**config.mk**
```make
export PLATFORM = sky130hd
export DESIGN_NAME = octahedral_normal_encoder
export DESIGN_NICKNAME = d
export VERILOG_FILES = /design/src/hw/rtl/onenc_pkg.sv /design/src/hw/rtl/onenc_front.sv /design/src/hw/rtl/onenc_div.sv /design/src/hw/rtl/onenc_pack.sv /design/src/hw/rtl/octahedral_normal_encoder.sv
export VERILOG_INCLUDE_DIRS = /design/src /design/src/hw/rtl
export SDC_FILE = /design/constraint.sdc
export NUM_CORES = 2
export LEC_CHECK = 0
export BUFFER_PORTS_ARGS = -buffer_cell sky130_fd_sc_hd__buf_2
export CAP_MARGIN = 20
export CELL_PAD_IN_SITES_DETAIL_PLACEMENT = 0
export CELL_PAD_IN_SITES_GLOBAL_PLACEMENT = 1
export CORE_UTILIZATION = 55
export DETAILED_ROUTE_END_ITERATION = 16
export PLACE_DENSITY = 0.94
export REMOVE_ABC_BUFFERS = 1
export SYNTH_ARGS = -nofsm -noshare
export SYNTH_HDL_FRONTEND = slang
export SYNTH_SLANG_ARGS = --single-unit
export TNS_END_PERCENT = 30
```
**constraint.sdc**
```tcl
create_clock -name clk -period 18.9 [get_ports clk]
set_clock_uncertainty 0.05 [all_clocks]
set_input_delay 3.78 -clock clk [delete_from_list [all_inputs] [get_ports clk]]
set_output_delay 3.78 -clock clk [all_outputs]
set_load 0.005 [all_outputs]
```
**src/hw/rtl/octahedral_normal_encoder_defines.svh**
```systemverilog
// ---------------------------------------------------------------------------
// Octahedral normal encoder assertion macros
// Concurrent checks, compiled out when SYNTHESIS is defined.
// ---------------------------------------------------------------------------
`ifndef OCTAHEDRAL_NORMAL_ENCODER_DEFINES_SVH
`define OCTAHEDRAL_NORMAL_ENCODER_DEFINES_SVH

`ifndef SYNTHESIS

// same-cycle implication
`define ONENC_ASSERT_IMP(label, clk, rst_n, ante, cons) \
  label: assert property (@(posedge clk) disable iff (!rst_n) (ante) |-> (cons)) \
    else $error("onenc assertion failed");

// next-cycle implication
`define ONENC_ASSERT_NEXT(label, clk, rst_n, ante, cons) \
  label: assert property (@(posedge clk) disable iff (!rst_n) (ante) |=> (cons)) \
    else $error("onenc assertion failed");

`else

`define ONENC_ASSERT_IMP(label, clk, rst_n, ante, cons)
`define ONENC_ASSERT_NEXT(label, clk, rst_n, ante, cons)

`endif

`endif

```
**src/hw/rtl/onenc_pkg.sv**
```systemverilog
// ---------------------------------------------------------------------------
// Octahedral normal encoder package
// Widths, word types and flag bundles shared by the pipeline modules.
// ---------------------------------------------------------------------------
`default_nettype none

package onenc_pkg;

  // component width of the incoming normal
  localparam int COMP_BITS = 24;
  // L1 norm: three magnitudes of at most 2^(COMP_BITS-1) fit in one more bit
  localparam int SUM_BITS  = COMP_BITS + 1;
  // dividend 2*32767*mag + s stays below 2^16 * s
  localparam int NUM_BITS  = SUM_BITS + 16;
  // divisor 2*s
  localparam int DEN_BITS  = SUM_BITS + 1;
  // quotient never exceeds 32767
  localparam int QUOT_BITS = 15;
  localparam int HALF_BITS = 16;

  typedef struct packed {
    logic signed [COMP_BITS-1:0] normal_z;
    logic signed [COMP_BITS-1:0] normal_y;
    logic signed [COMP_BITS-1:0] normal_x;
  } onenc_in_t;

  typedef struct packed {
    logic [2*HALF_BITS-1:0] packed_word;
    logic                   was_zero;
  } onenc_out_t;

  typedef struct packed {
    logic neg_u;
    logic neg_v;
    logic zero;
  } onenc_flags_t;

  typedef struct packed {
    logic [NUM_BITS-1:0] num_u;
    logic [NUM_BITS-1:0] num_v;
    logic [DEN_BITS-1:0] den;
    onenc_flags_t        flags;
  } onenc_div_in_t;

  typedef struct packed {
    logic [QUOT_BITS-1:0] quot_u;
    logic [QUOT_BITS-1:0] quot_v;
    onenc_flags_t         flags;
  } onenc_div_out_t;

endpackage

`default_nettype wire

```
**src/hw/rtl/onenc_front.sv**
```systemverilog
// ---------------------------------------------------------------------------
// Octahedral normal encoder front end
// Three stages: magnitudes, L1 norm and fold, dividend and divisor.
// ---------------------------------------------------------------------------
`default_nettype none
`include "octahedral_normal_encoder_defines.svh"

module onenc_front
  import onenc_pkg::*;
(
  input  logic          clk,
  input  logic          rst_n,
  input  logic          in_valid,
  output logic          in_stall,
  input  onenc_in_t     in_word,
  output logic          out_valid,
  input  logic          out_stall,
  output onenc_div_in_t out_word
);

  localparam int STAGES = 3;

  logic [STAGES-1:0] v_r;
  logic [STAGES-1:0] adv;

  for (genvar k = 0; k < STAGES; k++) begin : g_adv
    assign adv[k] = !out_stall || !(&v_r[STAGES-1:k]);
  end

  assign in_stall = !adv[0];

  // stage 1: magnitudes and signs
  logic [COMP_BITS-1:0] rx, ry, rz;
  logic [COMP_BITS-1:0] ax_nxt, ay_nxt, az_nxt;
  logic [COMP_BITS-1:0] ax_r, ay_r, az_r;
  logic                 nx_r, ny_r, nz_r;

  always_comb begin
    rx = in_word.normal_x;
    ry = in_word.normal_y;
    rz = in_word.normal_z;
    ax_nxt = rx[COMP_BITS-1] ? (~rx + 1'b1) : rx;
    ay_nxt = ry[COMP_BITS-1] ? (~ry + 1'b1) : ry;
    az_nxt = rz[COMP_BITS-1] ? (~rz + 1'b1) : rz;
  end

  always_ff @(posedge clk) begin
    if (adv[0]) begin
      ax_r <= ax_nxt;
      ay_r <= ay_nxt;
      az_r <= az_nxt;
      nx_r <= rx[COMP_BITS-1];
      ny_r <= ry[COMP_BITS-1];
      nz_r <= rz[COMP_BITS-1];
    end
  end

  // stage 2: norm, folded magnitudes on the lower hemisphere
  logic [SUM_BITS-1:0] s_nxt, mu_nxt, mv_nxt;
  logic [SUM_BITS-1:0] s_r, mu_r, mv_r;
  logic                nu_r, nv_r;

  always_comb begin
    s_nxt  = SUM_BITS'(ax_r) + SUM_BITS'(ay_r) + SUM_BITS'(az_r);
    mu_nxt = nz_r ? (SUM_BITS'(ax_r) + SUM_BITS'(az_r)) : SUM_BITS'(ax_r);
    mv_nxt = nz_r ? (SUM_BITS'(ay_r) + SUM_BITS'(az_r)) : SUM_BITS'(ay_r);
  end

  always_ff @(posedge clk) begin
    if (adv[1]) begin
      s_r  <= s_nxt;
      mu_r <= mu_nxt;
      mv_r <= mv_nxt;
      nu_r <= nx_r;
      nv_r <= ny_r;
    end
  end

  // stage 3: dividend 65534*mag + s (rounds half up), divisor 2*s
  onenc_div_in_t word_nxt, word_r;

  always_comb begin
    word_nxt.num_u = {mu_r, 16'b0} - NUM_BITS'({mu_r, 1'b0}) + NUM_BITS'(s_r);
    word_nxt.num_v = {mv_r, 16'b0} - NUM_BITS'({mv_r, 1'b0}) + NUM_BITS'(s_r);
    word_nxt.den   = {s_r, 1'b0};
    word_nxt.flags.neg_u = nu_r;
    word_nxt.flags.neg_v = nv_r;
    word_nxt.flags.zero  = (s_r == '0);
  end

  always_ff @(posedge clk) begin
    if (adv[2]) begin
      word_r <= word_nxt;
    end
  end

  always_ff @(posedge clk) begin
    if (!rst_n) begin
      v_r <= '0;
    end else begin
      if (adv[0]) v_r[0] <= in_valid;
      if (adv[1]) v_r[1] <= v_r[0];
      if (adv[2]) v_r[2] <= v_r[1];
    end
  end

  assign out_valid = v_r[STAGES-1];
  assign out_word  = word_r;

  `ONENC_ASSERT_IMP(a_zero_den, clk, rst_n, out_valid, out_word.flags.zero == (out_word.den == '0))

endmodule

`default_nettype wire

```
**src/hw/rtl/onenc_div.sv**
```systemverilog
// ---------------------------------------------------------------------------
// Octahedral normal encoder divider
// Two-lane restoring divider, one quotient bit per pipeline stage.
// ---------------------------------------------------------------------------
`default_nettype none
`include "octahedral_normal_encoder_defines.svh"

module onenc_div
  import onenc_pkg::*;
(
  input  logic           clk,
  input  logic           rst_n,
  input  logic           in_valid,
  output logic           in_stall,
  input  onenc_div_in_t  in_word,
  output logic           out_valid,
  input  logic           out_stall,
  output onenc_div_out_t out_word
);

  localparam int LAST = QUOT_BITS - 1;

  logic [QUOT_BITS-1:0] v_r;
  logic [QUOT_BITS-1:0] adv;

  logic [NUM_BITS-1:0]  rem_u_r [LAST];
  logic [NUM_BITS-1:0]  rem_v_r [LAST];
  logic [DEN_BITS-1:0]  den_r   [LAST];
  logic [QUOT_BITS-1:0] qu_r    [QUOT_BITS];
  logic [QUOT_BITS-1:0] qv_r    [QUOT_BITS];
  onenc_flags_t         flg_r   [QUOT_BITS];

  for (genvar k = 0; k < QUOT_BITS; k++) begin : g_stage
    localparam int SHIFT = QUOT_BITS - 1 - k;

    logic                 valid_in;
    logic [NUM_BITS-1:0]  rem_u_in, rem_v_in, dsh;
    logic [DEN_BITS-1:0]  den_in;
    logic [QUOT_BITS-1:0] qu_in, qv_in;
    onenc_flags_t         flg_in;
    logic [NUM_BITS-1:0]  rem_u_nxt, rem_v_nxt;
    logic [QUOT_BITS-1:0] qu_nxt, qv_nxt;

    assign adv[k] = !out_stall || !(&v_r[LAST:k]);

    if (k == 0) begin : g_head
      assign valid_in = in_valid;
      assign rem_u_in = in_word.num_u;
      assign rem_v_in = in_word.num_v;
      assign den_in   = in_word.den;
      assign qu_in    = '0;
      assign qv_in    = '0;
      assign flg_in   = in_word.flags;
    end else begin : g_body
      assign valid_in = v_r[k-1];
      assign rem_u_in = rem_u_r[k-1];
      assign rem_v_in = rem_v_r[k-1];
      assign den_in   = den_r[k-1];
      assign qu_in    = qu_r[k-1];
      assign qv_in    = qv_r[k-1];
      assign flg_in   = flg_r[k-1];
    end

    // try the divisor at this bit weight, keep the remainder when it fits
    always_comb begin
      dsh       = NUM_BITS'(den_in) << SHIFT;
      rem_u_nxt = rem_u_in;
      rem_v_nxt = rem_v_in;
      qu_nxt    = qu_in;
      qv_nxt    = qv_in;
      if (rem_u_in >= dsh) begin
        rem_u_nxt     = rem_u_in - dsh;
        qu_nxt[SHIFT] = 1'b1;
      end
      if (rem_v_in >= dsh) begin
        rem_v_nxt     = rem_v_in - dsh;
        qv_nxt[SHIFT] = 1'b1;
      end
    end

    always_ff @(posedge clk) begin
      if (adv[k]) begin
        qu_r[k]  <= qu_nxt;
        qv_r[k]  <= qv_nxt;
        flg_r[k] <= flg_in;
      end
    end

    if (k < LAST) begin : g_rem
      always_ff @(posedge clk) begin
        if (adv[k]) begin
          rem_u_r[k] <= rem_u_nxt;
          rem_v_r[k] <= rem_v_nxt;
          den_r[k]   <= den_in;
        end
      end
    end

    always_ff @(posedge clk) begin
      if (!rst_n) begin
        v_r[k] <= 1'b0;
      end else if (adv[k]) begin
        v_r[k] <= valid_in;
      end
    end
  end

  assign in_stall        = !adv[0];
  assign out_valid       = v_r[LAST];
  assign out_word.quot_u = qu_r[LAST];
  assign out_word.quot_v = qv_r[LAST];
  assign out_word.flags  = flg_r[LAST];

  `ONENC_ASSERT_NEXT(a_div_hold, clk, rst_n, out_valid && out_stall, out_valid && $stable(out_word))

endmodule

`default_nettype wire

```
**src/hw/rtl/onenc_pack.sv**
```systemverilog
// ---------------------------------------------------------------------------
// Octahedral normal encoder output stage
// Applies signs, packs both halves and holds the result word.
// ---------------------------------------------------------------------------
`default_nettype none

module onenc_pack
  import onenc_pkg::*;
(
  input  logic           clk,
  input  logic           rst_n,
  input  logic           in_valid,
  output logic           in_stall,
  input  onenc_div_out_t in_word,
  output logic           out_valid,
  input  logic           out_stall,
  output onenc_out_t     out_word
);

  logic                 out_valid_r;
  logic                 adv;
  logic [HALF_BITS-1:0] mu, mv, hu, hv;
  onenc_out_t           word_nxt, word_r;

  assign adv = !out_valid_r || !out_stall;

  always_comb begin
    mu = HALF_BITS'(in_word.quot_u);
    mv = HALF_BITS'(in_word.quot_v);
    hu = in_word.flags.neg_u ? (~mu + 1'b1) : mu;
    hv = in_word.flags.neg_v ? (~mv + 1'b1) : mv;
    word_nxt.was_zero    = in_word.flags.zero;
    // zero vector falls back to the up normal, which packs to zero
    word_nxt.packed_word = in_word.flags.zero ? '0 : {hv, hu};
  end

  always_ff @(posedge clk) begin
    if (adv) begin
      word_r <= word_nxt;
    end
  end

  always_ff @(posedge clk) begin
    if (!rst_n) begin
      out_valid_r <= 1'b0;
    end else if (adv) begin
      out_valid_r <= in_valid;
    end
  end

  assign in_stall  = !adv;
  assign out_valid = out_valid_r;
  assign out_word  = word_r;

endmodule

`default_nettype wire

```
**src/hw/rtl/octahedral_normal_encoder.sv**
```systemverilog
// ---------------------------------------------------------------------------
// Octahedral normal encoder, snorm16 per axis
// Pipeline of 3 front stages, 15 divider stages and 1 output register.
// Throughput one word per cycle while out_stall stays low; each divider stage resolves one quotient bit.
// Synchronous active-low reset clears all valid bits; payload is not reset.
// ---------------------------------------------------------------------------
`default_nettype none
`include "octahedral_normal_encoder_defines.svh"

module octahedral_normal_encoder
  import onenc_pkg::*;
(
  input  logic       clk,
  input  logic       rst_n,
  input  logic       in_valid,
  output logic       in_stall,
  input  onenc_in_t  in_word,
  output logic       out_valid,
  input  logic       out_stall,
  output onenc_out_t out_word
);

  // The encoding divides each folded magnitude by the L1 norm s:
  //   q = floor((2*32767*mag + s) / (2*s))
  // which is round-half-away on the magnitude; the sign is applied last.
  // Every stage advances when its downstream slot is empty or moving, so
  // bubbles collapse and a stalled result does not block upstream words
  // until the whole pipe is full.

  logic           fr_valid, fr_stall;
  onenc_div_in_t  fr_word;
  logic           dv_valid, dv_stall;
  onenc_div_out_t dv_word;

  // magnitudes, norm, fold, dividend and divisor
  onenc_front u_front (
    .clk       (clk),
    .rst_n     (rst_n),
    .in_valid  (in_valid),
    .in_stall  (in_stall),
    .in_word   (in_word),
    .out_valid (fr_valid),
    .out_stall (fr_stall),
    .out_word  (fr_word)
  );

  // both quotients, one bit per stage
  onenc_div u_div (
    .clk       (clk),
    .rst_n     (rst_n),
    .in_valid  (fr_valid),
    .in_stall  (fr_stall),
    .in_word   (fr_word),
    .out_valid (dv_valid),
    .out_stall (dv_stall),
    .out_word  (dv_word)
  );

  // sign, pack, hold the result word
  onenc_pack u_pack (
    .clk       (clk),
    .rst_n     (rst_n),
    .in_valid  (dv_valid),
    .in_stall  (dv_stall),
    .in_word   (dv_word),
    .out_valid (out_valid),
    .out_stall (out_stall),
    .out_word  (out_word)
  );

  // a zero vector must come out as the packed up normal
  `ONENC_ASSERT_IMP(a_zero_word, clk, rst_n, out_valid && out_word.was_zero, out_word.packed_word == '0)
  // magnitudes stay within 32767, so the most negative code never appears
  `ONENC_ASSERT_IMP(a_half_range, clk, rst_n, out_valid, (out_word.packed_word[15:0] != 16'h8000) && (out_word.packed_word[31:16] != 16'h8000))
  // the input stalls only when every later stage pushes back
  `ONENC_ASSERT_IMP(a_backpressure, clk, rst_n, in_stall, fr_stall && dv_stall && out_stall)

endmodule

`default_nettype wire

```
After elaboration in Yosys (flattened, before gate mapping)
Memories as Yosys holds them, arrays and structs flattened.
Index checks and enable logic that the tools add are counted.
{"block": "op_classes", "magnitude_cmp": 30, "n_bitwise": 7, "n_reduce_logical": 59, "add_sub_neg": 41, "n_mux": 95}
{"cell": "41-bit 2-to-1 mux", "n": 28}
{"cell": "41-bit by 25-bit adder with 41-bit output", "n": 2}
{"cell": "41-bit by 26-bit >= comparator with 1-bit output", "n": 2}
{"cell": "41-bit by 27-bit >= comparator with 1-bit output", "n": 2}
{"cell": "41-bit by 28-bit >= comparator with 1-bit output", "n": 2}
{"cell": "41-bit by 29-bit >= comparator with 1-bit output", "n": 2}
{"cell": "41-bit by 30-bit >= comparator with 1-bit output", "n": 2}
{"cell": "41-bit by 31-bit >= comparator with 1-bit output", "n": 2}
{"cell": "41-bit by 32-bit >= comparator with 1-bit output", "n": 2}
{"cell": "41-bit by 33-bit >= comparator with 1-bit output", "n": 2}
{"cell": "41-bit by 34-bit >= comparator with 1-bit output", "n": 2}
{"cell": "41-bit by 35-bit >= comparator with 1-bit output", "n": 2}
{"cell": "41-bit by 36-bit >= comparator with 1-bit output", "n": 2}
{"cell": "41-bit by 37-bit >= comparator with 1-bit output", "n": 2}
{"cell": "41-bit by 38-bit >= comparator with 1-bit output", "n": 2}
{"cell": "41-bit by 39-bit >= comparator with 1-bit output", "n": 2}
{"cell": "41-bit by 40-bit >= comparator with 1-bit output", "n": 2}
{"cell": "41-bit by 26-bit subtractor with 41-bit output", "n": 2}
{"cell": "41-bit by 27-bit subtractor with 41-bit output", "n": 2}
{"cell": "41-bit by 28-bit subtractor with 41-bit output", "n": 2}
{"cell": "41-bit by 29-bit subtractor with 41-bit output", "n": 2}
{"cell": "41-bit by 30-bit subtractor with 41-bit output", "n": 2}
{"cell": "41-bit by 31-bit subtractor with 41-bit output", "n": 2}
{"cell": "41-bit by 32-bit subtractor with 41-bit output", "n": 2}
{"cell": "37 further kinds", "n": 158}
{"block": "word_totals", "memories": 6, "ram_bits": 2007, "output_inout_bits": 35, "register_bits": 314, "elab_cells": 283, "inputBits": 76}
{"name": "u_div.rem_u_r", "depth": 14, "width": 41, "read_ports": 14, "rd_clocked_by_memory_dff": 0, "wr": 14, "line": "onenc_div.sv:26", "text": "logic [NUM_BITS-1:0] rem_u_r [LAST];"}
{"name": "u_div.rem_v_r", "depth": 14, "width": 41, "read_ports": 14, "rd_clocked_by_memory_dff": 0, "wr": 14, "line": "onenc_div.sv:27", "text": "logic [NUM_BITS-1:0] rem_v_r [LAST];"}
{"name": "u_div.den_r", "depth": 14, "width": 26, "read_ports": 14, "rd_clocked_by_memory_dff": 0, "wr": 14, "line": "onenc_div.sv:28", "text": "logic [DEN_BITS-1:0] den_r [LAST];"}
{"name": "u_div.qu_r", "depth": 15, "width": 15, "read_ports": 15, "rd_clocked_by_memory_dff": 0, "wr": 15, "line": "onenc_div.sv:29", "text": "logic [QUOT_BITS-1:0] qu_r [QUOT_BITS];"}
{"name": "u_div.qv_r", "depth": 15, "width": 15, "read_ports": 15, "rd_clocked_by_memory_dff": 0, "wr": 15, "line": "onenc_div.sv:30", "text": "logic [QUOT_BITS-1:0] qv_r [QUOT_BITS];"}
{"name": "u_div.flg_r", "depth": 15, "width": 3, "read_ports": 15, "rd_clocked_by_memory_dff": 0, "wr": 15, "line": "onenc_div.sv:31", "text": "onenc_flags_t flg_r [QUOT_BITS];"}

Logic depth before layout (Yosys ltp)
{"block": "logic_depth", "depth_word": 5, "depth_mapped": 15}

Hierarchy
Synthesis repeated with hierarchy kept, for this count alone.
{"block": "unflattened", "hier_cells": 11769, "area_unflattened_um2": 127018.1}
{"module": "onenc_div", "area_each_um2": 106017.9, "cells_per_inst": 9803, "n_inst": 1}
{"module": "onenc_front", "area_each_um2": 19145.9, "cells_per_inst": 1803, "n_inst": 1}
{"module": "onenc_pack", "area_each_um2": 1854.3, "cells_per_inst": 163, "n_inst": 1}

Worst setup path before layout
Ideal clock, no wire load.
{"block": "synth_timing", "kind": "in2out", "start": "in out_stall", "end": "out in_stall", "t_arrival_ps": 10441, "n_path_buf": 0, "cell_stages": 10, "slack_ps": 4629, "cell_sequence": "and3_1 -> inv_1 -> nor2_1 -> and2_1 -> inv_1 -> nor3_1 -> and3_1 -> and2_1 -> nand2_1 -> inv_1"}
{"block": "synth_between", "elab_chain_len": 5}
{"element": "start: declaration", "line": "octahedral_normal_encoder.sv:19", "text": "input logic out_stall,"}
{"element": "1-bit zero test", "line": "onenc_pack.sv:25", "text": "assign adv = !out_valid_r || !out_stall;"}
{"element": "1-bit logical OR", "line": "onenc_pack.sv:25"}
{"element": "1-bit logical OR", "line": "onenc_div.sv:44", "text": "assign adv[k] = !out_stall || !(&v_r[LAST:k]);"}
{"element": "1-bit logical OR", "line": "onenc_front.sv:27", "text": "assign adv[k] = !out_stall || !(&v_r[STAGES-1:k]);"}
{"element": "1-bit zero test", "line": "onenc_front.sv:30", "text": "assign in_stall = !adv[0];"}
{"element": "end: declaration", "line": "octahedral_normal_encoder.sv:16", "text": "output logic in_stall,"}
No other way between the ends.

Worst setup path after layout
Same ends and word-level chain as after synthesis.

==> summary.md <==
| Metric | Value |
|---|---|
| Routed WL per cell | `24.5 um` |
| Total GRT Usage | `0.309` |
| Final Wtd Congestion | `a little under 1` |
| Largest family of logic cells by synthesized area | `compound AO/OA/AOI/OAI gates` |
| TNS Setup | `0 ps` |
| Crit path max-delay family | `simple AND/OR/NAND/NOR gates` |
| Synth warn | `0` |
| Crit path required time | `15070 ps` |
| Mean post-synth cell area | `11.0 um^2` |
| Initial antenna violation count | `12` |
| Drt pass-1 iters | `7` |
| Via density | `6.19` |
| Post-synth top area share | `0.500` |
| Via count | `90.0k` |
| Max_cap viols | `0` |
| Fmax | `81.1 MHz` |
| DIE AREA | `226000 um^2` |
| Yosys reg bits | `2067` |
| Final Max Slew Viols | `0` |
| Max Root-Sink Buffers | `3` |
| # IOs | `approximately 110` |
| Main area contributors after synthesis | `edfxtp_1, ha_1, xnor2_1` |
| PortBufs | `110` |
| Final ANT Viol Nets | `0` |
| Layout area overhead | `9.65%` |
| DRC | `0` |
| Post-synthesis mux area share | `0.0180` |
| Critical Path AT | `about 8500 ps` |
| Pin count of the biggest net entering global routing | `91` |
| CTS sink count | `2067` |
| Total grt overflow | `0` |
| Area leader, netlist | `edfxtp_1` |
| Worst Tran Pin Value | `roughly 1300 ps` |
| Total wire length | `356000 um` |
| Worst path max stage delay | `780 ps` |
| Crit-path cells | `buf_2, and3_1, inv_1, buf_4, nor2_1, and2_1, inv_4, buf_16, nor3_1, and3_1, and2_1, nand2_4, inv_1, buf_2` |
| Finished Layout Cells | `14.5k` |
| RSZ-0062 raised after global routing | `no` |
| Vias in the first global route | `85.2k` |
| Final setup viols | `0` |
| Multi-input logic area | `57600 um^2` |
| Num CTS Buffers | `between 200 and 250` |
| H-tree levels | `4` |
| Worst rel slew slack | `0.0981` |
| Worst setup SP type | `primary input` |
| Clk_lat worst skew | `900 ps` |
| Register clock-pin slew on the reported worst setup and hold paths | `60 ps` |
| Final period util | `0.652` |
| Die width | `~480 um` |
| Synth Area in Adders | `0.107` |
| Chip Height | `around 480 um` |
| Asr flop ratio synth | `0` |
| Final layout net count | `approximately 12k` |
| Hold Slack | `341 ps` |
| Netlist Area Pre-Place | `123000 um^2` |
| Std cell rows | `173` |
| Core Region | `222000 um^2` |
| HPWL Detailed | `277000 um` |
| Buffers & Inverters on Critical Path | `7` |
| Critical Path Fanout Max | `76` |
| Post-CTS setup buffer count | `0` |
| Initial core utilization | `0.554` |
| Number of synthesized flops with an enable pin | `about 2.0k` |
| Count leader, synth | `edfxtp_1` |
| Synth top cells by count | `edfxtp_1, ha_1, a21oi_1` |
| CTS tree | `built` |
| Crit Path Class | `in2out` |
| First-pass GRT wire length | `522000 um` |
| Hold/Removal Path Class | `reg2reg` |
| Post-Syn Instances | `roughly 11k` |
| Status | `finished, final reports clean` |
| Clock Tree Root | `clkbuf_16` |
| Post-synthesis compound-gate area fraction | `0.153` |
| Hold Buf Count CTS | `0` |
| Cells after DPL | `roughly 14k` |
| Post-CTS sizing | `0` |
| Layout cells sized above 1 | `0.0718` |
| Min cycle time layout | `12330 ps` |
| Leading register cell type out of synthesis | `edfxtp_1` |
| Register area share after synthesis | `0.503` |
| Starting DRT DRC Count | `9309` |
| Simple-Gate Fraction of Synth Area | `0.117` |
| Filler cells | `17.7k` |
| Final Hold Fails | `0` |
| Cell variety after synth | `95` |
| Slowest CP cell | `nor3_1` |
| Register Area | `61900 um^2` |
| Synth Area in XOR/XNOR | `0.0708` |
| Crit end category | `output port` |
## sequential cells by signal, summed over array words and instances (netlist names)
register and cells:
u_front.s_r 25, u_front.nz_r 1, u_front.v_r 3, u_pack.out_word 33, u_front.ny_r 1, u_front.nx_r 1, u_div.g_stage.valid_in 14, u_front.mv_r 25
u_div.rem_v_r 568, u_front.mu_r 25, u_div.rem_u_r 566, u_front.ay_r 24, u_div.qu_r 120, u_pack.out_valid 1, u_div.out_valid 1, u_div.qv_r 120
u_div.flg_r 45, u_front.ax_r 24, u_front.out_word 108, u_front.az_r 24, u_front.nu_r 1, u_front.nv_r 1, u_div.den_r 336
## logic make-up after synthesis
| kind of cell | count (synthesis) |
|---|---|
| AO/OA/AOI/OAI | 2991 |
| XOR/XNOR | 995 |
| adder cells (fa/ha/maj) | 1007 |
| buffers and inverters | 1013 |
| flip-flops | 2067 |
| multiplexers | 198 |
| AND/OR/NAND/NOR | 2946 |
## layout make-up
class	instances	share of cell area
well taps	2975	0.0276
inverters	774	0.0217
repair buffers	174	0.00820
multi-input cells	8137	0.426
clock inverters	164	0.0159
clock buffers	245	0.0415
diodes	4	0.0000742
flip-flops and latches	2067	0.458
## routing by layer
| metal | track usage | vias up | part of all wire |
|---|---|---|---|
| li1 | - | 41992 | - |
| met1 | 0.417 | 43749 | 0.42 |
| met2 | 0.496 | 3569 | 0.46 |
| met3 | 0.0522 | 731 | 0.079 |
| met4 | 0.118 | 8 | 0.041 |
| met5 | 0 | - | 0.00017 |
## cells in the final DEF, fill, tap and decap left out, types with 112 or more instances in the layout
cell / n
nor2_1: 757
nand4_1: 130
a21o_1: 462
xor2_1: 376
ha_1: 932
o21a_1: 123
nand2b_1: 167
nand3_1: 196
a21oi_1: 921
o21ai_0: 711
clkbuf_16: 218
nor2b_1: 136
nor4_1: 123
nand2_1: 793
inv_1: 763
nor3_1: 182
mux2_2: 175
xnor2_1: 619
buf_2: 112
edfxtp_1: 2048
## path summary, 6_finish.rpt
kind,startpoint,endpoint,slack [ps],cells after the start
min,u_div.qv_r[0][88]$_DFFE_PP_,u_div.qv_r[0][103]$_DFFE_PP_,340,0
min reg2reg,u_div.qv_r[0][88]$_DFFE_PP_,u_div.qv_r[0][103]$_DFFE_PP_,340,0
max reg2reg,u_pack.out_valid$_SDFFE_PN0P_,u_front.az_r[14]$_DFFE_PN_,13590,11
max,out_stall,in_stall,6570,14
## per-stage QoR
| step | setup slack, ps | cell area [um^2] | util |
|---|---|---|---|
| floorplan | 4630 | 122000 | - |
| global placement | 6570 | 127000 | 0.572 |
| detailed placement | 6460 | 127000 | 0.572 |
| CTS | 6410 | 135000 | 0.607 |
| global route | 6130 | 135000 | 0.607 |
| finish | 6570 | 135000 | 0.607 |
Power is not shown: default switching activity piles up to over one toggle a cycle in this logic, so the estimate is an artifact.
